$ cat src/design/gne_pkg.sv
// ============================================================================
// gne_pkg
// shared types, constants and arithmetic helpers of the gradient noise core
// ============================================================================
package gne_pkg;

   // pipeline shape
   localparam int NUM_STAGES  = 8;
   localparam int STG_WRITE   = 2;   // write beats update the table leaving this stage
   localparam int STG_READ    = 3;   // table read data and fade weights land here
   localparam int STG_DOT     = 4;   // corner dot products
   localparam int STG_OUT     = NUM_STAGES - 1;
   localparam int NUM_CORNERS = 4;

   // request beat layout
   localparam int ADDR_W     = 8;
   localparam int COORD_W    = 16;
   localparam int REQ_DATA_W = 48;
   localparam int ADDR_LSB   = 0;
   localparam int DIR_LSB    = 8;
   localparam int X_LSB      = 10;
   localparam int Y_LSB      = 26;
   localparam int NOISE_W    = 16;

   // fixed point
   localparam int T_W        = 16;
   localparam int S_W        = 17;
   localparam int PQ_W       = 20;
   localparam int DOT_W      = 18;
   localparam int DIFF_W     = 19;
   localparam int Q16_ONE    = 65536;
   localparam int ROUND_HALF = 32768;
   localparam int NOISE_MAX  = 65535;
   localparam int FADE_C6    = 6;
   localparam int FADE_C15   = 15;
   localparam int FADE_C10   = 10;

   // item kinds
   localparam logic KIND_WRITE = 1'b0;
   localparam logic KIND_EVAL  = 1'b1;

   typedef enum logic [1:0] {
      DIR_POS_X = 2'd0,
      DIR_POS_Y = 2'd1,
      DIR_NEG_X = 2'd2,
      DIR_NEG_Y = 2'd3
   } dir_type;

   typedef logic signed [DOT_W-1:0] dot_type;

   typedef struct packed {
      logic              kind;
      logic [ADDR_W-1:0] addr;
      dir_type           dir;
   } item_ctl_type;

   typedef struct packed {
      logic              en;
      logic [ADDR_W-1:0] addr;
      dir_type           dir;
   } tbl_wr_type;

   // gradient dotted with corner offset
   function automatic dot_type corner_dot(dir_type dir, dot_type dx, dot_type dy);
      dot_type res;
      unique case (dir)
         DIR_POS_X: res = dx;
         DIR_POS_Y: res = dy;
         DIR_NEG_X: res = -dx;
         DIR_NEG_Y: res = -dy;
      endcase
      return res;
   endfunction

   // a + round_half_up((b - a) * s / 2^16), one product
   function automatic dot_type lerp_q16(dot_type a, dot_type b, logic [S_W-1:0] s);
      logic signed [DIFF_W-1:0]    d;
      logic signed [DIFF_W+S_W:0]  prod;
      logic signed [DIFF_W+S_W+1:0] acc;
      d    = DIFF_W'(b) - DIFF_W'(a);
      prod = d * $signed({1'b0, s});
      acc  = ((DIFF_W+S_W+2)'(a) <<< 16) + (DIFF_W+S_W+2)'(prod)
           + (DIFF_W+S_W+2)'(ROUND_HALF);
      return DOT_W'(acc >>> 16);
   endfunction

endpackage

$ cat src/design/gne_blend.sv
// ============================================================================
// gne_blend
// corner dot products, two lerp levels and the final mapping to Q0.16
// ============================================================================
module gne_blend (
   input  logic                                         clock,
   input  logic [3:0]                                   load,
   input  gne_pkg::dir_type [gne_pkg::NUM_CORNERS-1:0]  corner_dir,
   input  logic [gne_pkg::T_W-1:0]                      tx,
   input  logic [gne_pkg::T_W-1:0]                      ty,
   input  logic [gne_pkg::S_W-1:0]                      sx,
   input  logic [gne_pkg::S_W-1:0]                      sy,
   output logic [gne_pkg::NOISE_W-1:0]                  noise
);
   import gne_pkg::*;

   dot_type                fx, fy, gx, gy;
   dot_type                dot_in [NUM_CORNERS];
   dot_type                dot_ff [NUM_CORNERS];
   logic [S_W-1:0]         sx4_ff, sy4_ff, sx5_ff;
   dot_type                left_ff, right_ff, v_ff;
   logic signed [DOT_W:0]  w, half;
   logic [NOISE_W-1:0]     noise_in, noise_ff;

   // offsets to the near and far corners
   always_comb begin
      fx = $signed(DOT_W'(tx));
      fy = $signed(DOT_W'(ty));
      gx = fx - DOT_W'(Q16_ONE);
      gy = fy - DOT_W'(Q16_ONE);
      dot_in[0] = corner_dot(corner_dir[0], fx, fy);
      dot_in[1] = corner_dot(corner_dir[1], gx, fy);
      dot_in[2] = corner_dot(corner_dir[2], fx, gy);
      dot_in[3] = corner_dot(corner_dir[3], gx, gy);
   end

   always_ff @(posedge clock) begin
      if (load[0]) begin
         dot_ff <= dot_in;
         sx4_ff <= sx;
         sy4_ff <= sy;
      end
   end

   // vertical blend, left and right columns side by side
   always_ff @(posedge clock) begin
      if (load[1]) begin
         left_ff  <= lerp_q16(dot_ff[0], dot_ff[2], sy4_ff);
         right_ff <= lerp_q16(dot_ff[1], dot_ff[3], sy4_ff);
         sx5_ff   <= sx4_ff;
      end
   end

   always_ff @(posedge clock) begin
      if (load[2]) begin
         v_ff <= lerp_q16(left_ff, right_ff, sx5_ff);
      end
   end

   // (v + 1) / 2 in Q16, clamped
   always_comb begin
      w    = (DOT_W+1)'(v_ff) + (DOT_W+1)'(Q16_ONE + 1);
      half = w >>> 1;
      priority if (int'(half) < 0) begin
         noise_in = '0;
      end else if (int'(half) > NOISE_MAX) begin
         noise_in = NOISE_W'(NOISE_MAX);
      end else begin
         noise_in = NOISE_W'(half);
      end
   end

   always_ff @(posedge clock) begin
      if (load[3]) begin
         noise_ff <= noise_in;
      end
   end

   assign noise = noise_ff;

endmodule

$ cat config.mk
export PLATFORM = sky130hd
export DESIGN_NAME = gne_blend
export DESIGN_NICKNAME = d
export VERILOG_FILES = /design/src/design/gne_pkg.sv /design/src/design/gne_blend.sv
export SDC_FILE = /design/constraint.sdc
export NUM_CORES = 2
export LEC_CHECK = 0
export BUFFER_PORTS_ARGS = -buffer_cell sky130_fd_sc_hd__buf_2
export CAP_MARGIN = 20
export CORE_MARGIN = 2
export CORE_UTILIZATION = 60
export DETAILED_ROUTE_END_ITERATION = 16
export GPL_TIMING_DRIVEN = 0
export HOLD_SLACK_MARGIN = 0.02
export PLACE_DENSITY = 0.82
export REMOVE_ABC_BUFFERS = 1
export SETUP_SLACK_MARGIN = 0.15
export SKIP_CTS_REPAIR_TIMING = 1
export SYNTH_ARGS = -nofsm -noshare
export SYNTH_HDL_FRONTEND = slang
export SYNTH_SLANG_ARGS = --single-unit
$ cat constraint.sdc
create_clock -name clock -period 10.2 [get_ports clock]
set_input_delay 0.51 -clock clock [delete_from_list [all_inputs] [get_ports clock]]
set_output_delay 0.51 -clock clock [all_outputs]
set_load 0.005 [all_outputs]
==> flow_metrics.tcl <==
set metrics [dict create \
    status "finished clean" \
    max_freq_mhz 103 \
    yosys_warnings 0 \
    wl_um 112000 \
    fillers 5852 \
    crit_slowest_cell "fa_1" \
    cp_data_required_time_ns 10.50 \
    period_share 0.948 \
    dp_cells 6003 \
    cts_tree "yes" \
    synth_ff_type "edfxtp_1" \
    drt_iter0_drc 2285 \
    core_mm2 0.0772 \
    avgSynthCellArea_um2 9.25 \
    drt-pass1-iter-count 7 \
    layout_min_cycle_time_ns 9.67 \
    layout.nets 6366 \
    cp_slowest_stage_delay_ns 0.56 \
    finalSetupViolations 0 \
    antenna_found_initial 2 \
    die_x_um 283 \
    clock_latency_ns 0.54 \
    num_rows 102 \
    antenna_left 0 \
    ys_seq_area_frac 0.124 \
    grt_max_degree 75 \
    slew_headroom 0.272 \
    syn-instance-count 5043 \
    die_height_um 283 \
    crit_arrival_ns 9.97 \
    cp_num_buf_inv 5 \
    timing.max_cap.violations 0 \
    post-synth-top-area-fraction 0.416 \
    portBuffers 94 \
    synth_area_leaders "fa_1 (42%), edfxtp_1 (12%), inv_1 (10%), ha_1 (8.9%), and2_1 (6.2%)" \
    critPathKind "reg -> reg" \
    initial_utilization 0.604 \
    cp_common_cell "fa_1" \
    die_area_mm2 0.0800 \
    preCtsSetupSlack_ns 0.177 \
    wl_per_cell_um 18.5 \
    post-synth-top-count-cell "inv_1" \
    drc 0 \
    hold_class "in -> reg" \
    holdWs_ns 0.145 \
    grtUsageTotal 0.296 \
    synthArstFlopShare 0 \
    area_delta_synth_final_pct 5.97 \
    htree_levels 4 \
    cts_buffer_depth 2 \
    hold_viol 0 \
    synth_edf_count 193 \
    clockRootBuffer "clkbuf_16" \
    crit_fanout 17 \
    grt_pass1_wl_um 183000 \
    place_hpwl_um 90400 \
    synth_commonest_cells "inv_1 (1,302), fa_1 (969), nand2_1 (599)" \
    yosysTopAreaCell "fa_1" \
    finClkSkew_ns 0.0225 \
    cts_sinks 193 \
    vias 33400 \
    clkSlewWorstSetupHoldPaths_ns 0.09 \
    io_pins 95 \
    cp-end-kind "flop" \
    worst_pin_slew_ns 1.09 \
    fin_tns_setup_ns 0 \
    rsz0062_at_grt "yes" \
    cts_buffers 17 \
    gp_congestion 0.937 \
    start_kind "flop" \
    ys_ff_latch 193 \
    drive_gt1_frac 0.0486 \
    setup_ws_ns 0.527 \
    drv_slew 0 \
    fin_cells 6039 \
    synth_area_mm2 0.0467 \
    grt_pass1_vias 36200 \
    vias_per_cell 5.54 \
    synth.distinct_cells 72 \
    critical_path.top_delay_family "adder cells" \
    overflow 0 \
]
## per-stage QoR
stage	util	cell area [µm²]
floorplan	-	45800
global placement	0.616	47600
detailed placement	0.632	48800
CTS	0.639	49400
global route	0.640	49400
finish	0.640	49400
## layout make-up
| cell class | count | area (µm²) | share of cell area |
|---|---|---|---|
| timing repair buffer | 151 | 1480 | 0.0299 |
| tap | 1040 | 1300 | 0.0263 |
| inverter | 1303 | 4890 | 0.0989 |
| antenna | 1 | 2.50 | 0.0000506 |
| clock inverter | 14 | 126 | 0.00256 |
| multi-input combinational | 3319 | 35400 | 0.716 |
| clock buffer | 18 | 429 | 0.00868 |
| sequential | 193 | 5800 | 0.117 |
## flip-flops by register name, summed over array words and instances, names as in the netlist
signal,count
sx5_ff,17
right_ff,18
dot_ff,72
noise,16
sx4_ff,17
sy4_ff,17
left_ff,18
v_ff,18
## cells by family (layout without fill, tap and decap cells)
family / Yosys count / after routing / synth area share
adders and majority gates: 1302 / 1302 / 0.505
muxes: 15 / 15 / 0.00475
xor gates and xnor gates: 233 / 233 / 0.0440
buffers and inverters: 1531 / 1486 / 0.123
AOI/OAI and AO/OA: 359 / 359 / 0.0475
DFF: 193 / 193 / 0.124
and+or+nand+nor: 1410 / 1410 / 0.151
other: 0 / 1 / 0
## placed cells by master (no fill, tap or decap), drive strengths merged, types with 7 or more instances in the layout
cell	count
or3	25
a21boi	9
clkbuf	19
mux2	7
and2	464
ha	333
buf	149
nand2	599
a31oi	11
fa	969
a21oi	103
xnor2	155
nor2b	64
nor3	29
a21o	36
clkinv	7
edfxtp	193
xor2	77
o21ai	107
inv	1307
o21a	23
and3	19
o211ai	9
nand3	40
nor2	102
nand2b	39
## metal layers
layer,track usage,part of all wire,wire [µm]
met1,0.373,0.38,42000
met2,0.493,0.48,53400
met3,0.0593,0.096,10700
met4,0.138,0.048,5390
met5,0,0.00011,12
## final timing paths
path / from / to / slack, ns / depth (start not counted)
worst min-delay path: sy[7] / sy4_ff[7] / 0.15 / 1
worst min register to register: sx4_ff[3] / sx5_ff[3] / 0.43 / 0
worst max-delay path: dot_ff[37] / right_ff[17] / 0.53 / 33
worst max register to register: dot_ff[37] / right_ff[17] / 0.53 / 33
Power is left out: the tool's default activity adds up to more than one toggle a clock period on the data nets, which glitch-free logic cannot reach.
