`src/design/gne_pkg.sv`:
```
// ============================================================================
// gne_pkg
// shared types, constants and arithmetic helpers of the gradient noise core
// ============================================================================
package gne_pkg;

   // pipeline shape
   localparam int NUM_STAGES  = 8;
   localparam int STG_WRITE   = 2;   // write beats update the table leaving this stage
   localparam int STG_READ    = 3;   // table read data and fade weights land here
   localparam int STG_DOT     = 4;   // corner dot products
   localparam int STG_OUT     = NUM_STAGES - 1;
   localparam int NUM_CORNERS = 4;

   // request beat layout
   localparam int ADDR_W     = 8;
   localparam int COORD_W    = 16;
   localparam int REQ_DATA_W = 48;
   localparam int ADDR_LSB   = 0;
   localparam int DIR_LSB    = 8;
   localparam int X_LSB      = 10;
   localparam int Y_LSB      = 26;
   localparam int NOISE_W    = 16;

   // fixed point
   localparam int T_W        = 16;
   localparam int S_W        = 17;
   localparam int PQ_W       = 20;
   localparam int DOT_W      = 18;
   localparam int DIFF_W     = 19;
   localparam int Q16_ONE    = 65536;
   localparam int ROUND_HALF = 32768;
   localparam int NOISE_MAX  = 65535;
   localparam int FADE_C6    = 6;
   localparam int FADE_C15   = 15;
   localparam int FADE_C10   = 10;

   // item kinds
   localparam logic KIND_WRITE = 1'b0;
   localparam logic KIND_EVAL  = 1'b1;

   typedef enum logic [1:0] {
      DIR_POS_X = 2'd0,
      DIR_POS_Y = 2'd1,
      DIR_NEG_X = 2'd2,
      DIR_NEG_Y = 2'd3
   } dir_type;

   typedef logic signed [DOT_W-1:0] dot_type;

   typedef struct packed {
      logic              kind;
      logic [ADDR_W-1:0] addr;
      dir_type           dir;
   } item_ctl_type;

   typedef struct packed {
      logic              en;
      logic [ADDR_W-1:0] addr;
      dir_type           dir;
   } tbl_wr_type;

   // gradient dotted with corner offset
   function automatic dot_type corner_dot(dir_type dir, dot_type dx, dot_type dy);
      dot_type res;
      unique case (dir)
         DIR_POS_X: res = dx;
         DIR_POS_Y: res = dy;
         DIR_NEG_X: res = -dx;
         DIR_NEG_Y: res = -dy;
      endcase
      return res;
   endfunction

   // a + round_half_up((b - a) * s / 2^16), one product
   function automatic dot_type lerp_q16(dot_type a, dot_type b, logic [S_W-1:0] s);
      logic signed [DIFF_W-1:0]    d;
      logic signed [DIFF_W+S_W:0]  prod;
      logic signed [DIFF_W+S_W+1:0] acc;
      d    = DIFF_W'(b) - DIFF_W'(a);
      prod = d * $signed({1'b0, s});
      acc  = ((DIFF_W+S_W+2)'(a) <<< 16) + (DIFF_W+S_W+2)'(prod)
           + (DIFF_W+S_W+2)'(ROUND_HALF);
      return DOT_W'(acc >>> 16);
   endfunction

endpackage

```
`src/design/gne_fade.sv`:
```
// ============================================================================
// gne_fade
// quintic fade weight 6t^5-15t^4+10t^3 in Q16, four register stages
// ============================================================================
module gne_fade (
   input  logic                     clock,
   input  logic [3:0]               load,
   input  logic [gne_pkg::T_W-1:0]  t_in,
   output logic [gne_pkg::T_W-1:0]  t_out,
   output logic [gne_pkg::S_W-1:0]  s_out
);
   import gne_pkg::*;

   logic [T_W-1:0]  t0_ff, t1_ff, t2_ff, t3_ff;
   logic [31:0]     tt0_ff;
   logic [T_W-1:0]  u1, u2;
   logic [36:0]     p;
   logic [PQ_W-1:0] pq1_in, pq1_ff;
   logic [31:0]     uu1_in, uu1_ff;
   logic [35:0]     prod2_in, prod2_ff;
   logic [S_W-1:0]  s3_in, s3_ff;

   // stage 0: square
   always_ff @(posedge clock) begin
      if (load[0]) begin
         t0_ff  <= t_in;
         tt0_ff <= 32'(t_in) * 32'(t_in);
      end
   end

   // stage 1: polynomial part and cube
   always_comb begin
      u1     = T_W'((tt0_ff + 32'(ROUND_HALF)) >> 16);
      p      = (37'(FADE_C10) << 32) + 37'(tt0_ff) * 37'(FADE_C6)
             - ((37'(t0_ff) * 37'(FADE_C15)) << 16);
      pq1_in = PQ_W'((p + 37'(ROUND_HALF)) >> 16);
      uu1_in = 32'(u1) * 32'(t0_ff);
   end

   always_ff @(posedge clock) begin
      if (load[1]) begin
         t1_ff  <= t0_ff;
         pq1_ff <= pq1_in;
         uu1_ff <= uu1_in;
      end
   end

   // stage 2: cube times polynomial
   always_comb begin
      u2       = T_W'((uu1_ff + 32'(ROUND_HALF)) >> 16);
      prod2_in = 36'(u2) * 36'(pq1_ff);
   end

   always_ff @(posedge clock) begin
      if (load[2]) begin
         t2_ff    <= t1_ff;
         prod2_ff <= prod2_in;
      end
   end

   // stage 3: round to Q16
   assign s3_in = S_W'((37'(prod2_ff) + 37'(ROUND_HALF)) >> 16);

   always_ff @(posedge clock) begin
      if (load[3]) begin
         t3_ff <= t2_ff;
         s3_ff <= s3_in;
      end
   end

   assign t_out = t3_ff;
   assign s_out = s3_ff;

endmodule

```
`config.mk`:
```
export PLATFORM = sky130hd
export DESIGN_NAME = gne_fade
export DESIGN_NICKNAME = d
export VERILOG_FILES = /design/src/design/gne_pkg.sv /design/src/design/gne_fade.sv
export SDC_FILE = /design/constraint.sdc
export NUM_CORES = 2
export LEC_CHECK = 0
export BUFFER_PORTS_ARGS = -buffer_cell sky130_fd_sc_hd__buf_2
export CAP_MARGIN = 30
export CORE_MARGIN = 2
export CORE_UTILIZATION = 25
export DETAILED_ROUTE_END_ITERATION = 16
export MAX_ROUTING_LAYER = met4
export PLACE_DENSITY_LB_ADDON = 0.1
export SYNTH_ARGS = -nofsm -noshare
export SYNTH_HDL_FRONTEND = slang
export SYNTH_SLANG_ARGS = --single-unit
```
`constraint.sdc`:
```
create_clock -name clock -period 13.9 [get_ports clock]
set_input_delay 1.39 -clock clock [delete_from_list [all_inputs] [get_ports clock]]
set_output_delay 1.39 -clock clock [all_outputs]
set_load 0.01 [all_outputs]
```
==> results.txt <==
----------------------------------------------------
[Floorplanning]
  Die width ... 377 um
  Floorplan die area ... 142000 sq um
  Chip height ... 377 um
  Area inside the core boundary ... 139000 sq um
  Count of standard-cell rows ... approximately 140
  Initial core utilization ... 25.1%
  IO Pins ... 54

[Synth]
  Instance count of the mapped netlist ... roughly 3600
  Synth Cell Area ... 34900 sq um
  Async set-reset flop share out of synthesis ... 0%
  Post-synth EDFFs ... 166
  Register bit total from synthesis ... ~170
  Share of synthesized area occupied by flip-flops and latches ... 14.3%
  Most frequently used flop master after synthesis ... edfxtp_1
  Leading cell types by total area after synthesis ... fa_1 36%, edfxtp_1 14%, ha_1 14%, inv_1 8.7%, and2_1 5.3%
  Post-synthesis cell type count ... a little under 70
  Biggest area consumer among synthesized cells ... fa_1
  Synthesized area divided by synthesized cell count ... 9.57 sq um
  Yosys synthesis warning count ... 0
  Area fraction of the dominant cell type after synthesis ... 36.4%
  Synth Net Count ... 4695

[Critical path]
  Worst Setup Start Kind ... flip-flop
  Critical path class ... reg2reg
  Max Fanout on Critical Path ... 16
  Arrival time at the worst endpoint ... 8.28 ns
  Type of destination of the critical path ... flip-flop
  Required time reported for the critical path endpoint ... 14.18 ns
  Worst Reg-to-Reg Cells ... 25
  Origin of the critical flop-to-flop path ... tt0_ff[17]
  Setup slack on the worst flop-to-flop path ... 5.90 ns
  Worst r2r dst ... uu1_ff[31]

[STA]
  Fmax achieved ... 125 MHz
  Worst slack on hold paths ... 0.416 ns
  Unrepaired setup endpoints after global routing ... false
  Hold Violations, Final ... 0
  Final number of setup-violating endpoints ... 0
  Final worst setup slack ... 5.90 ns
  Total negative slack for setup checks ... 0 ns
  Slew at the pin closest to its max-slew limit ... approximately 1.1 ns
  Portion of the clock cycle consumed by the worst path in the final layout ... 57.5%
  Pins Over Slew Limit ... 0
  Slew margin rel. ... between 20 and 30%
  Final clock skew ... 0.0216 ns
  Min cycle time layout ... 8.00 ns

[Global routing]
  GR Util All Layers ... 14.3%
  Global route total overflow ... 0
  First-pass GRT wire length ... approximately 150000 um
  Largest net degree at the start of global routing ... 54
  Via count of the first global-routing pass ... ~26000
  Antenna violations before repair ... 2

[CTS]
  TritonCTS clock tree ... built
  Clock Tree Root ... clkbuf_16
  Number of gates resized after CTS ... 0
  Largest buffer count on any clock path ... 2
  CTS hold repair buffers ... 0
  Number of post-CTS setup repair buffers ... 0
  TritonCTS buffer count ... 17
  Clock latency of the later-clocked register in the worst-skew pair ... 0.53 ns
  H-tree levels ... 4
  Total number of clock tree sinks ... 166
  Post-CTS clock slew at the launch and capture registers of the worst setup and hold paths ... about 0.080 ns

[Layout]
  Register Area ... 4980 sq um
  Most frequent cells in the layout ... 810 x inv_1, 634 x fa_1, 429 x nand2_1
  Fraction of layout instances using a drive strength above 1 ... 4.22%
  Combined area of the multi-input logic cells ... 26400 sq um
  Post-layout nets ... 4707
  Most common library cell in the layout ignoring fill and taps ... inv_1
  Cell area after layout ... between 30000 and 40000 sq um
  Number of filler instances in the final layout ... 14900
  Syn-to-layout area delta ... 9.25%

[Drt]
  Initial drt markers ... 880
  Detailed Routing Iterations Pass 1 ... 6
  Antenna violation net count after detailed routing ... 0
  Routed via count ... 23300
  Wirelength per Cell ... approximately 17 um
  Remaining DRCs ... 0
  DRT Wirelength ... 94100 um
  Avg Vias per Cell ... roughly 4.2

[Place]
  Number of buffer cells added on primary ports ... 53
  Final GP Congestion ... 0.766
  Post-Place Worst Slack ... 5.87 ns
  DP Area ... 37500 sq um
  Post-detail-place hpwl ... 74100 um

[Hold path]
  Worst-case hold path end point ... t_out[3]
  Worst hold path stage count ... 0
  Hold path startpoint ... t2_ff[3]
  Path class of the lowest-slack min-delay path ... reg2reg

[Job]
  MaxCap Viol Count ... 0

[Status]
  Status ... finished clean

----------------------------------------------------
==> critical path: stages (launching register included) <==
cell and delay (ns):
edfxtp_1 0.42, ha_1 0.33, nand4_1 0.30, nor2_1 0.35, nand2_1 0.11, xnor2_1 0.17, buf_4 0.29, nand2_1 0.12
fa_1 0.52, fa_1 0.56, inv_1 0.06, fa_1 0.51, inv_1 0.06, fa_1 0.53, inv_1 0.05, fa_1 0.45
fa_1 0.39, ha_1 0.32, o21a_1 0.19, o21a_1 0.19, a2111o_1 0.44, a41o_1 0.27, o41a_1 0.45, and4_4 0.24
a2111oi_4 0.30, xnor2_1 0.09
==> state kept, by name (all words and copies together), names as in the netlist <==
signal    flops
pq1_ff       20
prod2_ff     18
s_out        17
t0_ff        16
t1_ff        16
t2_ff        16
t_out        16
tt0_ff       30
uu1_ff       17
==> worst max-delay path by stage <==
stage                from         end
2_1_floorplan  tt0_ff[17]  uu1_ff[31]
3_3_place_gp   tt0_ff[17]  uu1_ff[31]
4_1_cts        tt0_ff[15]  uu1_ff[31]
5_1_grt        tt0_ff[17]  uu1_ff[31]
3_5_place_dp      t_in[4]  tt0_ff[30]
6_report       tt0_ff[17]  uu1_ff[31]
==> cells by family after synthesis <==
group | share of synthesized area [%]
xor gates and xnor gates | 4.52
muxes | 0.118
DFF | 14.3
other | 0.0108
adders and majority gates | 50.6
and+or+nand+nor | 14.1
AOI/OAI and AO/OA | 6.39
buffers and inverters | 9.94
==> layer usage <==
layer  routed length (um)  global-route usage, %  vias up
li1                     -                      -    11300
met1                47300                   19.4    11700
met2                43700                   23.1      203
met3                 1790                   1.38       62
met4                 1240                   2.87        0
met5                    0                      -        -
==> Yosys cell counts (all sizes together) (26+ instances only) <==
cell,number
fa,634
xor2,67
nor2,103
edfxtp,166
and2,296
clkbuf,109
a21o,44
ha,396
inv,810
a21oi,106
xnor2,112
nand3,38
nor3,26
o21ai,56
nand2,429
==> per-stage QoR <==
stage / std cells / util (%)
floorplan: 3644 / -
global placement: 5512 / 26.9
detailed placement: 5512 / 26.9
CTS: 5544 / 27.4
global route: 5546 / 27.4
finish: 5546 / 27.4
==> area by class of cell <==
type                            instances  share of cell area, %
Timing Repair Buffer                  104                   1.75
Clock inverter                         15                  0.463
Antenna cell                            1                0.00657
Tap cell                             1876                   6.16
Clock buffer                           17                   1.12
Inverter                              810                   7.98
Sequential cell                       166                   13.1
Multi-Input combinational cell       2557                   69.4
Power is left out: the tool's default activity adds up to more than one toggle a clock period on the data nets, which glitch-free logic cannot reach.
