<file path="config.mk">
export PLATFORM = sky130hd
export DESIGN_NAME = gne_table
export DESIGN_NICKNAME = d
export VERILOG_FILES = /design/src/design/gne_pkg.sv /design/src/design/gne_table.sv
export SDC_FILE = /design/constraint.sdc
export NUM_CORES = 1
export LEC_CHECK = 0
export BUFFER_PORTS_ARGS = -buffer_cell sky130_fd_sc_hd__buf_2
export CORE_ASPECT_RATIO = 0.8
export CORE_MARGIN = 2
export CORE_UTILIZATION = 45
export CTS_BUF_LIST = sky130_fd_sc_hd__clkbuf_8
export CTS_CLUSTER_DIAMETER = 120
export DETAILED_ROUTE_END_ITERATION = 10
export GPL_ROUTABILITY_DRIVEN = 0
export MAX_ROUTING_LAYER = met4
export PLACE_DENSITY = 0.62
export SETUP_SLACK_MARGIN = 0.2
export SYNTH_ARGS = -nofsm -noshare
export SYNTH_HDL_FRONTEND = slang
export SYNTH_SLANG_ARGS = --single-unit
export TNS_END_PERCENT = 5
</file>
<file path="constraint.sdc">
create_clock -name clock -period 3.13 [get_ports clock]
set_input_delay 0.1565 -clock clock [delete_from_list [all_inputs] [get_ports clock]]
set_output_delay 0.1565 -clock clock [all_outputs]
set_load 0.01 [all_outputs]
</file>
<file path="src/design/gne_pkg.sv">
// ============================================================================
// gne_pkg
// shared types, constants and arithmetic helpers of the gradient noise core
// ============================================================================
package gne_pkg;

   // pipeline shape
   localparam int NUM_STAGES  = 8;
   localparam int STG_WRITE   = 2;   // write beats update the table leaving this stage
   localparam int STG_READ    = 3;   // table read data and fade weights land here
   localparam int STG_DOT     = 4;   // corner dot products
   localparam int STG_OUT     = NUM_STAGES - 1;
   localparam int NUM_CORNERS = 4;

   // request beat layout
   localparam int ADDR_W     = 8;
   localparam int COORD_W    = 16;
   localparam int REQ_DATA_W = 48;
   localparam int ADDR_LSB   = 0;
   localparam int DIR_LSB    = 8;
   localparam int X_LSB      = 10;
   localparam int Y_LSB      = 26;
   localparam int NOISE_W    = 16;

   // fixed point
   localparam int T_W        = 16;
   localparam int S_W        = 17;
   localparam int PQ_W       = 20;
   localparam int DOT_W      = 18;
   localparam int DIFF_W     = 19;
   localparam int Q16_ONE    = 65536;
   localparam int ROUND_HALF = 32768;
   localparam int NOISE_MAX  = 65535;
   localparam int FADE_C6    = 6;
   localparam int FADE_C15   = 15;
   localparam int FADE_C10   = 10;

   // item kinds
   localparam logic KIND_WRITE = 1'b0;
   localparam logic KIND_EVAL  = 1'b1;

   typedef enum logic [1:0] {
      DIR_POS_X = 2'd0,
      DIR_POS_Y = 2'd1,
      DIR_NEG_X = 2'd2,
      DIR_NEG_Y = 2'd3
   } dir_type;

   typedef logic signed [DOT_W-1:0] dot_type;

   typedef struct packed {
      logic              kind;
      logic [ADDR_W-1:0] addr;
      dir_type           dir;
   } item_ctl_type;

   typedef struct packed {
      logic              en;
      logic [ADDR_W-1:0] addr;
      dir_type           dir;
   } tbl_wr_type;

   // gradient dotted with corner offset
   function automatic dot_type corner_dot(dir_type dir, dot_type dx, dot_type dy);
      dot_type res;
      unique case (dir)
         DIR_POS_X: res = dx;
         DIR_POS_Y: res = dy;
         DIR_NEG_X: res = -dx;
         DIR_NEG_Y: res = -dy;
      endcase
      return res;
   endfunction

   // a + round_half_up((b - a) * s / 2^16), one product
   function automatic dot_type lerp_q16(dot_type a, dot_type b, logic [S_W-1:0] s);
      logic signed [DIFF_W-1:0]    d;
      logic signed [DIFF_W+S_W:0]  prod;
      logic signed [DIFF_W+S_W+1:0] acc;
      d    = DIFF_W'(b) - DIFF_W'(a);
      prod = d * $signed({1'b0, s});
      acc  = ((DIFF_W+S_W+2)'(a) <<< 16) + (DIFF_W+S_W+2)'(prod)
           + (DIFF_W+S_W+2)'(ROUND_HALF);
      return DOT_W'(acc >>> 16);
   endfunction

endpackage

</file>
<file path="src/design/gne_table.sv">
// ============================================================================
// gne_table
// gradient table, one copy per cell corner so all four read in the same cycle
// ============================================================================
module gne_table #(
   parameter int GRID_SIZE = 16
) (
   input  logic                                           clock,
   input  logic [1:0]                                     load,
   input  gne_pkg::tbl_wr_type                            wr_req,
   input  logic [$clog2(GRID_SIZE)-1:0]                   x_lo,
   input  logic [$clog2(GRID_SIZE)-1:0]                   x_hi,
   input  logic [$clog2(GRID_SIZE)-1:0]                   y_lo,
   input  logic [$clog2(GRID_SIZE)-1:0]                   y_hi,
   output gne_pkg::dir_type [gne_pkg::NUM_CORNERS-1:0]    corner_dir
);
   import gne_pkg::*;

   localparam int CW        = $clog2(GRID_SIZE);
   localparam int AWF       = 2 * CW;
   localparam int DEPTH     = GRID_SIZE * GRID_SIZE;
   localparam int MEM_DEPTH = (DEPTH > 256) ? 256 : DEPTH;
   localparam int AW        = $clog2(MEM_DEPTH);

   logic [CW-1:0] row_sel [NUM_CORNERS];
   logic [CW-1:0] col_sel [NUM_CORNERS];
   logic [AW-1:0] idx_in  [NUM_CORNERS];
   logic [AW-1:0] idx_ff  [NUM_CORNERS];
   logic          wr_fire;
   logic [AW-1:0] wr_addr;

   // corners: top-left, top-right, bottom-left, bottom-right
   always_comb begin
      row_sel[0] = y_lo;  col_sel[0] = x_lo;
      row_sel[1] = y_lo;  col_sel[1] = x_hi;
      row_sel[2] = y_hi;  col_sel[2] = x_lo;
      row_sel[3] = y_hi;  col_sel[3] = x_hi;
      for (int c = 0; c < NUM_CORNERS; c++) begin
         idx_in[c] = AW'(AWF'(row_sel[c]) * AWF'(GRID_SIZE) + AWF'(col_sel[c]));
      end
   end

   always_ff @(posedge clock) begin
      if (load[0]) begin
         idx_ff <= idx_in;
      end
   end

   // out-of-range write addresses are dropped
   assign wr_fire = load[1] && wr_req.en && (int'(wr_req.addr) < DEPTH);
   assign wr_addr = AW'(wr_req.addr);

   for (genvar c = 0; c < NUM_CORNERS; c++) begin : g_copy
      dir_type grad_mem_ff [MEM_DEPTH];
      dir_type rd_ff;

      always_ff @(posedge clock) begin
         if (wr_fire) begin
            grad_mem_ff[wr_addr] <= wr_req.dir;
         end
         if (load[1]) begin
            rd_ff <= grad_mem_ff[idx_ff[c]];
         end
      end

      assign corner_dir[c] = rd_ff;
   end

endmodule

</file>
==> results.yml <==
synth:
  synth.distinct_cells: 20
  synth-simple-area-share: 0.0563
  synth_fa_ha_area_frac: 0
  synth_mux_area_frac: 0.223
  synthesis.area_um2: 25800
  syn_inst: 1573
  ys_warn_count: 0
  ys_ff_latch: 536
  synth_top_family_by_area: "multiplexers"
  synth_compound_area_frac: 0.0729
  synth_fp_nets: 1603
  synth-seq-area-share: 0.623
  avgSynthCellArea_um2: 16.4
  synth_xor_area_frac: 0
layout:
  area_growth_pct: 14.1
  fillerInstances: 4645
  drive_gt1_frac: 0.309
  multiInputGateArea_um2: 9270
  layout.area.seq_um2: 16100
  fin_area_um2: 29500
  layout.nets: 1717
clocking:
  clock-sinks: 536
  tritoncts: "built"
  clk-insertion-delay-late_ns: 0.72
  cts_buffers: 86
  cts_buffer_depth: 3
  ctsHtreeMaxLevel: 3
  path_clk_slew_ns: 0.07
  ctsRootBufferMaster: "clkbuf_8"
worst_setup_path:
  crit_path_max_fanout: 18
  critPathBufInv: 3
  cpMostUsedCell: "buf_12"
  cpPeakStageDelay_ns: 0.53
  critPathArrivalTime_ns: 3.35
  required_ns: 3.57
  cp-end-kind: "register"
  crit_family: "compound AO/OA/AOI/OAI gates"
  path_class: "reg2reg"
  critical_path.cell_chain: "buf_12, buf_12, mux4_2, a22oi_1, a21oi_1, o41ai_2, buf_4, nand4_1"
  critPathLaunchType: "register"
  cp_slowest_cell: "mux4_2"
global_routing:
  track_usage: 0.276
  grt_first_pass_wirelength_mm: 114
  grt_max_degree: 107
  grt_antenna_before_repair: 2
  grt.overflow.total: 0
  grt_pass1_vias: 16800
detailed_routing:
  wirelength_mm: 78.6
  drcViolationCount: 0
  firstDrtPassIters: 8
  post_drt_wl_per_cell_um: 31.3
  ant_nets: 0
  via_count: 16700
  via_per_inst: 6.65
  drt_iter0_drc: 2435
sta:
  finalCritPeriodShare: 0.929
  fmax_ghz: 0.344
  setup_viol: 0
  setup_slack_ns: 0.224
  fin_crit_ns: 2.91
  finalHoldViolCount: 0
  maxSlewHeadroom: 0.240
  slew_violations: 0
  worst_pin_slew_ns: 1.14
  fin_skew_ns: 0.0507
  tns_ns: 0
  rsz0062_at_grt: "true"
hold_path:
  hold_path.class: "in2reg"
power:
  p_total_w: 0.0158
  power_density_nw_per_um2: 537
  p_leak_nw: 9.01
  peakVddDrop_v: 0.000330
floorplanning:
  start_util: 0.455
  dieArea_um2: 59300
  num_rows: 78
  core-area_um2: 56700
  die_x_um: 272
  die_h_um: 218
  ioPinCount: 38
place:
  io_buffers: 37
  place_area_um2: 27500
  place_worst_setup_slack_ns: 0.153
  hpwl_mm: 49.5
flow_run:
  cap_violations: 0
status:
  outcome: "complete, no violations"
==> layout make-up <==
| type | count | share of cell area |
|---|---|---|
| diodes | 2 | 0.000170 |
| clock inverters | 65 | 0.0133 |
| inverters | 1 | 0.000127 |
| flip-flops and latches | 536 | 0.546 |
| clock buffers | 88 | 0.0411 |
| multi-input cells | 895 | 0.315 |
| well taps | 760 | 0.0323 |
| repair buffers | 167 | 0.0517 |
==> kinds of logic (layout without fill, tap and decap cells) <==
group | after synthesis | in the layout
and+or+nand+nor | 351 | 351
DFF | 536 | 536
muxes | 256 | 256
AOI/OAI and AO/OA | 288 | 288
other | 0 | 2
buffers and inverters | 142 | 321
==> final timing paths <==
kind,start,to,slack [ns],depth (start not counted)
hold reg to reg,idx_ff[15]$_DFFE_PP_,g_copy[2].rd_ff[0]$_DFFE_PP_,0.98,3
setup / recovery,idx_ff[24]$_DFFE_PP_,g_copy[2].rd_ff[0]$_DFFE_PP_,0.22,8
hold / removal,wr_req[5],g_copy[2].grad_mem_ff[174][0]$_DFFE_PP_,0.09,3
setup reg to reg,idx_ff[24]$_DFFE_PP_,g_copy[2].rd_ff[0]$_DFFE_PP_,0.22,8
==> cells in the final DEF (no fill, tap or decap), drive strengths merged <==
master,n
diode,2
nand4,15
nor2,264
clkinv,33
clkinvlp,5
or2,2
edfxtp,536
o41ai,32
and2,5
nand2b,4
and3,1
dlygate4sd3,23
a22oi,128
nor2b,16
a21oi,128
nand2,22
nand3,22
clkbuf,89
buf,143
inv,24
bufinv,4
mux4,256
==> registers in the layout, indices dropped and copies added (netlist names) <==
signal,flops
g_copy.rd_ff,8
g_copy.grad_mem_ff,512
idx_ff,16
==> through the flow <==
step | utilization | cells | hold WS, ns
6_report | 0.519 | 2514 | 0.0864
5_1_grt | 0.519 | 2514 | 0.0823
4_1_cts | 0.517 | 2510 | 0.0323
3_5_place_dp | 0.484 | 2334 | 0.335
3_3_place_gp | 0.484 | 2334 | 0.333
2_1_floorplan | - | 1573 | 0.255
==> Yosys cell counts (all sizes together) <==
| cell | number | share of area |
|---|---|---|
| edfxtp | 536 | 0.62 |
| nor2 | 264 | 0.038 |
| mux4 | 256 | 0.22 |
| a21oi | 128 | 0.025 |
| a22oi | 128 | 0.037 |
| clkbuf | 95 | 0.014 |
| buf | 46 | 0.010 |
| o41ai | 32 | 0.011 |
| nand2 | 22 | 0.0032 |
| nand3 | 22 | 0.0043 |
| nor2b | 16 | 0.0039 |
| nand4 | 15 | 0.0036 |
| and2 | 5 | 0.0012 |
| nand2b | 4 | 0.00097 |
| or2 | 2 | 0.00048 |
| and3 | 1 | 0.00024 |
| inv | 1 | 0.00015 |
==> what timing repair did <==
action                                  in CTS  in global routing
pin swaps                                    0                  1
resized for setup                            3                 17
endpoints found under the setup margin       2                  8
hold buffers                                23                  0
endpoints found under the hold margin      144                  0
setup buffers                                0                  1
cloned                                       0                  1
==> power breakdown <==
group | switching, W | internal [W] | total, W | leakage [nW]
sequential | 0.0000641 | 0.00795 | 0.00801 | 4.84
clock | 0.00292 | 0.00295 | 0.00587 | 0.899
combinational | 0.00113 | 0.000799 | 0.00193 | 3.27
==> layer usage <==
metal / part of all wire / track usage
met1: 0.40 / 0.379
met2: 0.45 / 0.394
met3: 0.13 / 0.0826
met4: 0.032 / 0.0947
met5: 0 / -
==> tightest hold or removal path: cells and delay by family <==
| family | cells | cell delay (ns) |
|---|---|---|
| AND/OR/NAND/NOR | 2 | 0.28 |
| buffers and inverters | 1 | 0.17 |
No activity file was read; power rests on OpenSTA's default activity.
