<file path="src/design/gne_pkg.sv">
// ============================================================================
// gne_pkg
// shared types, constants and arithmetic helpers of the gradient noise core
// ============================================================================
package gne_pkg;

   // pipeline shape
   localparam int NUM_STAGES  = 8;
   localparam int STG_WRITE   = 2;   // write beats update the table leaving this stage
   localparam int STG_READ    = 3;   // table read data and fade weights land here
   localparam int STG_DOT     = 4;   // corner dot products
   localparam int STG_OUT     = NUM_STAGES - 1;
   localparam int NUM_CORNERS = 4;

   // request beat layout
   localparam int ADDR_W     = 8;
   localparam int COORD_W    = 16;
   localparam int REQ_DATA_W = 48;
   localparam int ADDR_LSB   = 0;
   localparam int DIR_LSB    = 8;
   localparam int X_LSB      = 10;
   localparam int Y_LSB      = 26;
   localparam int NOISE_W    = 16;

   // fixed point
   localparam int T_W        = 16;
   localparam int S_W        = 17;
   localparam int PQ_W       = 20;
   localparam int DOT_W      = 18;
   localparam int DIFF_W     = 19;
   localparam int Q16_ONE    = 65536;
   localparam int ROUND_HALF = 32768;
   localparam int NOISE_MAX  = 65535;
   localparam int FADE_C6    = 6;
   localparam int FADE_C15   = 15;
   localparam int FADE_C10   = 10;

   // item kinds
   localparam logic KIND_WRITE = 1'b0;
   localparam logic KIND_EVAL  = 1'b1;

   typedef enum logic [1:0] {
      DIR_POS_X = 2'd0,
      DIR_POS_Y = 2'd1,
      DIR_NEG_X = 2'd2,
      DIR_NEG_Y = 2'd3
   } dir_type;

   typedef logic signed [DOT_W-1:0] dot_type;

   typedef struct packed {
      logic              kind;
      logic [ADDR_W-1:0] addr;
      dir_type           dir;
   } item_ctl_type;

   typedef struct packed {
      logic              en;
      logic [ADDR_W-1:0] addr;
      dir_type           dir;
   } tbl_wr_type;

   // gradient dotted with corner offset
   function automatic dot_type corner_dot(dir_type dir, dot_type dx, dot_type dy);
      dot_type res;
      unique case (dir)
         DIR_POS_X: res = dx;
         DIR_POS_Y: res = dy;
         DIR_NEG_X: res = -dx;
         DIR_NEG_Y: res = -dy;
      endcase
      return res;
   endfunction

   // a + round_half_up((b - a) * s / 2^16), one product
   function automatic dot_type lerp_q16(dot_type a, dot_type b, logic [S_W-1:0] s);
      logic signed [DIFF_W-1:0]    d;
      logic signed [DIFF_W+S_W:0]  prod;
      logic signed [DIFF_W+S_W+1:0] acc;
      d    = DIFF_W'(b) - DIFF_W'(a);
      prod = d * $signed({1'b0, s});
      acc  = ((DIFF_W+S_W+2)'(a) <<< 16) + (DIFF_W+S_W+2)'(prod)
           + (DIFF_W+S_W+2)'(ROUND_HALF);
      return DOT_W'(acc >>> 16);
   endfunction

endpackage

</file>
<file path="src/design/gne_index.sv">
// ============================================================================
// gne_index
// integer part of one coordinate wrapped onto the grid, plus the next cell
// ============================================================================
module gne_index #(
   parameter int GRID_SIZE = 16,
   parameter int FRAC_BITS = 8
) (
   input  logic                         clock,
   input  logic [1:0]                   load,
   input  logic [gne_pkg::COORD_W-1:0]  coord,
   output logic [$clog2(GRID_SIZE)-1:0] cell_lo,
   output logic [$clog2(GRID_SIZE)-1:0] cell_hi
);
   import gne_pkg::*;

   localparam int CW    = $clog2(GRID_SIZE);
   localparam int IW    = (FRAC_BITS < COORD_W) ? COORD_W - FRAC_BITS : 1;
   localparam int MW    = ((IW > CW) ? IW : CW) + 1;
   localparam int RECIP = 65536 / GRID_SIZE;

   logic [IW-1:0]    ip_in, ip_ff;
   logic [IW+15:0]   qp_in, qp_ff;
   logic [IW-1:0]    quot;
   logic [MW-1:0]    qg, r_est, rem;
   logic [CW-1:0]    lo_in, hi_in, lo_ff, hi_ff;

   // quotient estimate by reciprocal, at most one low
   assign ip_in = IW'(coord >> FRAC_BITS);
   assign qp_in = (IW+16)'(ip_in) * (IW+16)'(RECIP);

   always_ff @(posedge clock) begin
      if (load[0]) begin
         ip_ff <= ip_in;
         qp_ff <= qp_in;
      end
   end

   // remainder with one correction step
   always_comb begin
      quot  = qp_ff[IW+15:16];
      qg    = MW'(quot) * MW'(GRID_SIZE);
      r_est = MW'(ip_ff) - qg;
      rem   = (r_est >= MW'(GRID_SIZE)) ? r_est - MW'(GRID_SIZE) : r_est;
      lo_in = CW'(rem);
      hi_in = (rem == MW'(GRID_SIZE - 1)) ? '0 : CW'(rem + MW'(1));
   end

   always_ff @(posedge clock) begin
      if (load[1]) begin
         lo_ff <= lo_in;
         hi_ff <= hi_in;
      end
   end

   assign cell_lo = lo_ff;
   assign cell_hi = hi_ff;

endmodule

</file>
<file path="config.mk">
export PLATFORM = sky130hd
export DESIGN_NAME = gne_index
export DESIGN_NICKNAME = d
export VERILOG_FILES = /design/src/design/gne_pkg.sv /design/src/design/gne_index.sv
export SDC_FILE = /design/constraint.sdc
export NUM_CORES = 1
export LEC_CHECK = 0
export BUFFER_PORTS_ARGS = -buffer_cell sky130_fd_sc_hd__buf_2
export CAP_MARGIN = 40
export CORE_MARGIN = 2
export CORE_UTILIZATION = 28
export DETAILED_ROUTE_END_ITERATION = 8
export GPL_TIMING_DRIVEN = 0
export SYNTH_ARGS = -nofsm -noshare
export SYNTH_HDL_FRONTEND = slang
export SYNTH_SLANG_ARGS = --single-unit
</file>
<file path="constraint.sdc">
create_clock -name clock -period 3.15 [get_ports clock]
set_input_delay 0.315 -clock clock [delete_from_list [all_inputs] [get_ports clock]]
set_output_delay 0.315 -clock clock [all_outputs]
set_load 0.1 [all_outputs]
</file>
==> reports/metrics.sh, run 1 <==
YOSYS_REGISTER_BITS=12
CRITPATHTOPFAMILY='buffers and inverters'
HOLD_PATH_CLASS='primary input to flop'
GR-USAGE-MET3_PCT=4.167
CTSLONGESTPATHBUFFERS=2
FOOTPRINT_OF_THE_MULTI_INPUT_GATES_UM2=66.31
POWER.LEAKAGE_uW=0.0002258
START_KIND='flop'
IO_BUFFER_COUNT=14
TIMING.HOLD.WS_NS=0.2263
NUMBER_OF_H_TREE_LEVELS=1
MAXCLOCKFREQUENCY_GHz=0.7495
REG2REG_TO='cell_hi[3]$_SDFFCE_PN0P_'
DRT_WL_TOTAL_UM=587
MAX_SLEW.WORST_PIN.SLEW_NS=0.4913
DRIVE_GT1_SHARE_PCT=46.15
FINALSETUPVIOLATIONS=0
GROUTE.LAYER.MET2.USAGE_PCT=12.54
RR_STARTPOINT='ip_ff[0]$_DFFE_PP_'
WHS_PATH_DEPTH=1
NUMBER_OF_BUFFERS_AND_INVERTERS_ON_THE_CRITICAL_PATH=1
YS_TOP_CELLS_BY_AREA='edfxtp_1 83%, a31oi_1 2.9%, ha_1 2.9%'
YOSYSTOPAREACELL='edfxtp_1'
RESULT_OF_THE_RUN='finished, final reports clean'
LAYOUT.AREA.SEQ_UM2=360.3
CTS-BUFFERS-INSERTED=3
N_ANTENNA_CELL=0
MAPPEDNETLISTAREA_UM2=434.2
CRITICAL_PATH.ENDPOINT_TYPE='primary output'
ANTENNA_VIOLATING_NETS_POST_ROUTE=0
CRITICAL_PATH_PEAK_FANOUT=1
SETUP_REPAIR_AFTER_GLOBAL_ROUTING_MISSED_ITS_MARGIN='no'
SYNTH_FP_NETS=42
R2R_SETUP_SLACK_NS=1.88
SYNTHCELLS=22
CRITICAL_PATH_DEPTH=1
FINAL_WEIGHTED_CONGESTION_OF_ROUTABILITY_DRIVEN_GLOBAL_PLACEMENT=0.7412
GLOBALROUTEMET1UTIL_PCT=5.738
GRT_PASS1_WL_UM=890
DP_SLACK_NS=1.890
CRITICAL_PATH.MAX_STAGE_DELAY_NS=0.42
ARRIVAL_NS=1.02
DRC_ERRORS=0
DR.PASS1.ITERS=2
TRITONCTS='done'
SYN-MEAN-INSTANCE-AREA_UM2=19.73
FINAL.MIN_CLOCK_PERIOD_NS=1.334
FINALSETUPTNS_NS=0
HOLD_VIOL=0
DRT-INITIAL-DRC-COUNT=2
GRT_MOST_USED_LAYER='met2'
NUMBER_OF_GLOBAL_ROUTE_VIAS_BEFORE_REPAIR=225
GLOBALROUTEOVERFLOWTOTAL=0
DIE_X_UM=43.38
SYNTH_LARGEST_TYPE_AREA_FRACTION_PCT=83.00
FINAL-MAX-SLEW-VIOLATION-COUNT=0
NUM-NETS-FINAL=61
VIAS=251
FINAL_CRITICAL_PATH_SETUP_SLACK_NS=1.816
CORE_REGION_AREA_UM2=1471
AREAGROWTHSYNTHTOFINISH_PCT=25.94
CRITICAL_PATH.SLOWEST_CELL='buf_2'
DIE_AREA_UM2=1881
HPWLAFTERDP_UM=479.3
POWER_PER_CELL_AREA_nW_PER_UM2=682.8
ANTENNA_FOUND_INITIAL=0
IR_WORST_VDD_uV=291.5
GRT_MAX_DEGREE=9
WORSTHOLDENDPOINT='ip_ff[1]$_DFFE_PP_'
WL_PER_CELL_UM=10.67
YOSYS_WARNINGS=0
FP.DIEH_UM=43.38
INITIAL_CORE_UTIL_PCT=29.51
MAXSLEWHEADROOM_PCT=67.47
P_TOTAL_uW=373.4
POST-ROUTE-PERIOD-UTIL_PCT=42.35
WORST-R2R-CELL-COUNT=3
FILLERS=161
TRACK_USAGE_PCT=6.924
CLKLATENCYLATEPIN_NS=0.26
CLOCK_SINK_COUNT=12
WORSTSETUPPATHTYPE='flop to primary output'
UNIQUE_MASTERS_POST_SYNTH=9
HOLDCRITSTARTPOINT='coord[9]'
CTS_SETUP_BUFFERS=0
DRT-VIAS-PER-INSTANCE=4.564
POST_CTS_RESIZE_COUNT=0
TIMING.CRITICAL_PATH.CELLS='buf_2'
SKEW_NS=0.004699
CLK_PIN_SLEW_NS=0.07
CORE.ROWCOUNT=14
NUMBER_OF_PLACED_I_O_PINS=27
CLK_ROOT_BUFFER_CELL='clkbuf_4'
SYNTH.YOSYS.SEQ_AREA_SHARE_PCT=83.00
POST_CTS_HOLD_BUFFER_COUNT=0
MAX_CAP_VIOLATIONS=0
WORST_EP_REQUIRED_TIME_NS=2.83
final cells by class:
| type | instances | share of cell area [%] |
|---|---|---|
| inverters | 2 | 1.373 |
| multi-input cells | 8 | 12.13 |
| repair buffers | 14 | 12.81 |
| well taps | 16 | 3.661 |
| clock buffers | 3 | 4.119 |
| flip-flops and latches | 12 | 65.90 |
worst max path at each step:
| stage | slack, ns | from | end |
|---|---|---|---|
| finish | 1.82 | cell_lo[2]$_DFFE_PP_ | cell_lo[2] |
| global placement | 1.90 | ip_ff[0]$_DFFE_PP_ | cell_hi[3]$_SDFFCE_PN0P_ |
| floorplan | 1.93 | cell_hi[0]$_SDFFCE_PN0P_ | cell_hi[0] |
| detailed placement | 1.89 | ip_ff[0]$_DFFE_PP_ | cell_hi[3]$_SDFFCE_PN0P_ |
| global route | 1.79 | cell_lo[2]$_DFFE_PP_ | cell_lo[2] |
| CTS | 1.80 | cell_lo[2]$_DFFE_PP_ | cell_lo[2] |
metrics by stage:
stage / utilization [%] / cells / instance area [µm²]
detailed placement: 35.63 / 52 / 524.3
global placement: 35.63 / 52 / 524.3
finish: 37.16 / 55 / 546.8
global route: 37.16 / 55 / 546.8
CTS: 37.16 / 55 / 546.8
floorplan: - / 22 / 434.2
layout by cell type, fill, tap and decap left out:
cell type / count
clkbuf_4: 3
a311o_1: 1
xor2_1: 1
and2b_2: 1
a31oi_1: 2
ha_1: 1
inv_1: 2
buf_2: 14
edfxtp_1: 12
nand2_1: 1
and4b_1: 1
state kept, by name, summed over array words and instances, names as in the netlist:
register / cells
cell_hi: 4
cell_lo: 4
ip_ff: 4
synth_stat cells:
| cell | n |
|---|---|
| a311o_1 | 1 |
| edfxtp_1 | 12 |
| ha_1 | 1 |
| and4b_1 | 1 |
| and2b_2 | 1 |
| nand2_1 | 1 |
| xor2_1 | 1 |
| a31oi_1 | 2 |
| inv_1 | 2 |
report_power, final:
| part | internal [µW] | switching (µW) |
|---|---|---|
| logic | 14.2 | 72.1 |
| registers | 192 | 6.81 |
| clock network | 44.1 | 44.1 |
logic make-up (layout without fill, tap and decap cells):
kind of cell,count (synthesis),after routing,synth area share (%)
DFF,12,12,83.00
AOI/OAI and AO/OA,3,3,5.187
and+or+nand+nor,3,3,5.187
buffers and inverters,2,19,1.730
adders and majority gates,1,1,2.881
xor gates and xnor gates,1,1,2.018
layer usage:
| layer | share of wire, % | wire, µm | up-vias |
|---|---|---|---|
| li1 | - | - | 122 |
| met1 | 33 | 195 | 118 |
| met2 | 57 | 337 | 11 |
| met3 | 9.2 | 54 | 0 |
| met4 | 0 | 0 | 0 |
| met5 | 0 | 0 | - |
Power figures use the tool's default switching activity.
==> inputs of run 2 (changes only) <==
==> constraint.sdc (replaced) <==
create_clock -name clock -period 1.25 [get_ports clock]
set_input_delay 0.125 -clock clock [delete_from_list [all_inputs] [get_ports clock]]
set_output_delay 0.125 -clock clock [all_outputs]
set_load 0.1 [all_outputs]
==> run 2 against run 1 <==
  * Critical path depth rose by 1
  * Clock skew fell by 0.0023 ns
  * Combinational power rose to 2.7 times the previous value
  * Register-to-register slack got worse by 1.9 ns
  * Largest cell class unchanged
  * First-iteration DRC count rose by 50%
  * Die area did not move
  * Worst setup slack got worse by 1.8 ns
  * Sequential share of layout area fell by 3.2 points
  * Clock power rose to 2.6 times the previous value
  * Power rose to 2.6 times the previous value
  * Via count rose by 5.6%
  * Global-route usage rose by 0.53 points
==> reports/metrics.sh, run 2 (synthesis results as in run 1) <==
ANTENNA_FOUND_INITIAL=0  # unchanged
WORST_EP_REQUIRED_TIME_NS=1.26  # was 2.83 ns
CRITICAL_PATH_DEPTH=2  # was 1
NUM-NETS-FINAL=63  # was 61
MAXCLOCKFREQUENCY_GHz=0.8081
INITIAL_CORE_UTIL_PCT=29.51  # unchanged
DIE_X_UM=43.38  # unchanged
ARRIVAL_NS=1.25  # was 1.02 ns
SETUP_REPAIR_AFTER_GLOBAL_ROUTING_MISSED_ITS_MARGIN='yes'  # was no
CRITICAL_PATH.SLOWEST_CELL='edfxtp_1'  # was buf_2
TIMING.CRITICAL_PATH.CELLS='and2b_2, a311o_1'  # was buf_2
CRITICAL_PATH.MAX_STAGE_DELAY_NS=0.46  # was 0.42 ns
POST_CTS_HOLD_BUFFER_COUNT=0  # unchanged
DIE_AREA_UM2=1881  # unchanged
NUMBER_OF_H_TREE_LEVELS=1  # unchanged
CLK_PIN_SLEW_NS=0.06  # was 0.07 ns
HOLD_PATH_CLASS='primary input to flop'  # unchanged
WL_PER_CELL_UM=11.51  # was 10.67 µm
FINAL-MAX-SLEW-VIOLATION-COUNT=0  # unchanged
IO_BUFFER_COUNT=14  # unchanged
FILLERS=159  # was 161
DRT_WL_TOTAL_UM=656  # was 587 µm
CRITICAL_PATH_PEAK_FANOUT=6  # was 1
FINAL.MIN_CLOCK_PERIOD_NS=1.238
DR.PASS1.ITERS=4  # was 2
DRC_ERRORS=0  # unchanged
FINAL_WEIGHTED_CONGESTION_OF_ROUTABILITY_DRIVEN_GLOBAL_PLACEMENT=0.7412  # unchanged
NUMBER_OF_PLACED_I_O_PINS=27  # unchanged
WORSTSETUPPATHTYPE='flop to flop'  # was flop to primary output
IR_WORST_VDD_uV=748.5  # was 291.5 µV
GRT_PASS1_WL_UM=910  # was 890 µm
SKEW_NS=0.002448  # was 0.004699 ns
ANTENNA_VIOLATING_NETS_POST_ROUTE=0  # unchanged
POST-ROUTE-PERIOD-UTIL_PCT=99.00
DRT-VIAS-PER-INSTANCE=4.649  # was 4.564
CLOCK_SINK_COUNT=12  # unchanged
POWER_PER_CELL_AREA_nW_PER_UM2=1672  # was 682.8 nW/µm²
MAXSLEWHEADROOM_PCT=67.47  # unchanged
CLK_ROOT_BUFFER_CELL='clkbuf_4'  # unchanged
DRT-INITIAL-DRC-COUNT=3  # was 2
MAX_CAP_VIOLATIONS=0  # unchanged
FP.DIEH_UM=43.38  # unchanged
AREAGROWTHSYNTHTOFINISH_PCT=32.28  # was 25.94%
VIAS=265  # was 251
CTS-BUFFERS-INSERTED=3  # unchanged
START_KIND='flop'  # unchanged
TRITONCTS='done'  # unchanged
POWER.LEAKAGE_uW=0.0002352  # was 0.0002258 µW
MAX_SLEW.WORST_PIN.SLEW_NS=0.4913  # unchanged
HOLD_VIOL=0  # unchanged
GLOBALROUTEOVERFLOWTOTAL=0  # unchanged
HPWLAFTERDP_UM=479.3  # unchanged
DRIVE_GT1_SHARE_PCT=51.22  # was 46.15%
PLACE_INST=52  # unchanged
TRACK_USAGE_PCT=7.450  # was 6.924%
CORE_REGION_AREA_UM2=1471  # unchanged
LEADING_CELL_TYPE_IN_THE_LAYOUT_FILL_AND_TAPS_EXCLUDED='buf_2'  # unchanged
N_ANTENNA_CELL=0  # unchanged
WHS_PATH_DEPTH=1  # unchanged
LAYOUT_COMMON_CELLS='14 x buf_2, 12 x edfxtp_1, 3 x clkbuf_4'  # was 14 x buf_2, 12 x edfxtp_1, 3 x clkbuf_4, 2 x inv_1, 2 x a31oi_1
NUMBER_OF_BUFFERS_AND_INVERTERS_ON_THE_CRITICAL_PATH=0  # was 1
CRITICAL_PATH.ENDPOINT_TYPE='flop'  # was primary output
CLKLATENCYLATEPIN_NS=0.26  # about the same
NON_FILLER_CELL_AREA_FINAL_UM2=574.3  # was 546.8 µm²
POST_LAYOUT_NONFILLER_INSTANCES=57  # was 55
FINALSETUPVIOLATIONS=0  # unchanged
CRITPATHTOPFAMILY='flip-flops'  # was buffers and inverters
CTSLONGESTPATHBUFFERS=2  # unchanged
NUMBER_OF_GLOBAL_ROUTE_VIAS_BEFORE_REPAIR=217  # was 225
GRT_MAX_DEGREE=9  # unchanged
WORST-R2R-CELL-COUNT=2  # was 3
RESULT_OF_THE_RUN='finished, final reports clean'  # unchanged
PLACEDINSTANCEAREA_UM2=524.3  # unchanged
CORE.ROWCOUNT=14  # unchanged
-- run 2: layout make-up --
type / count / area, µm² / share of cell area (%)
flip-flops and latches: 12 / 360.3 / 62.75
multi-input cells: 8 / 78.83 / 13.73
clock buffers: 3 / 22.52 / 3.922
well taps: 16 / 20.02 / 3.486
inverters: 2 / 7.507 / 1.307
repair buffers: 16 / 85.08 / 14.81
-- run 2: worst paths after layout --
| check | from | end | slack [ns] |
|---|---|---|---|
| max reg2reg | ip_ff[3]$_DFFE_PP_ | cell_hi[3]$_SDFFCE_PN0P_ | 0.01 |
| min | coord[11] | ip_ff[3]$_DFFE_PP_ | 0.03 |
| max | ip_ff[3]$_DFFE_PP_ | cell_hi[3]$_SDFFCE_PN0P_ | 0.01 |
| min reg2reg | ip_ff[3]$_DFFE_PP_ | cell_lo[3]$_DFFE_PP_ | 0.56 |
-- run 2: stage by stage --
stage	util, %	power (µW)	setup TNS (ns)	hold slack [ns]	setup WS, ns
3_3_place_gp	35.63	724.9	0	0.3018	0.002839
6_report	39.03	960.2	0	0.03337	0.01246
5_1_grt	39.03	997.3	-0.01456	0.01541	-0.01456
2_1_floorplan	-	688.7	0	0.2239	0.06944
4_1_cts	37.33	951.9	0	0.02848	0.002242
3_5_place_dp	35.63	729.7	-0.009691	0.3031	-0.009691
-- run 2: report_power, final --
| group | internal [µW] | switching [µW] |
|---|---|---|
| Sequential | 484 | 19.3 |
| Clock | 111 | 114 |
| Combinational | 46.7 | 185 |
| Total | 642 | 318 |
-- run 2: worst register-to-register path, cell delays in order (launching register included) --
cell,delay [ns]
edfxtp_1,0.46
and2b_2,0.23
a311o_1,0.31
-- run 2: repair_timing --
action,in CTS,in global routing
gates resized for setup,1,1
setup endpoints to repair,1,1
pin swaps,0,3
buffers inserted,0,2
-- run 2: metal layers --
layer,up-vias,track usage [%],wire (µm)
li1,127,-,-
met1,123,5.738,240
met3,0,6.667,66
met5,-,0,0
met2,15,12.54,350
met4,0,3.636,0
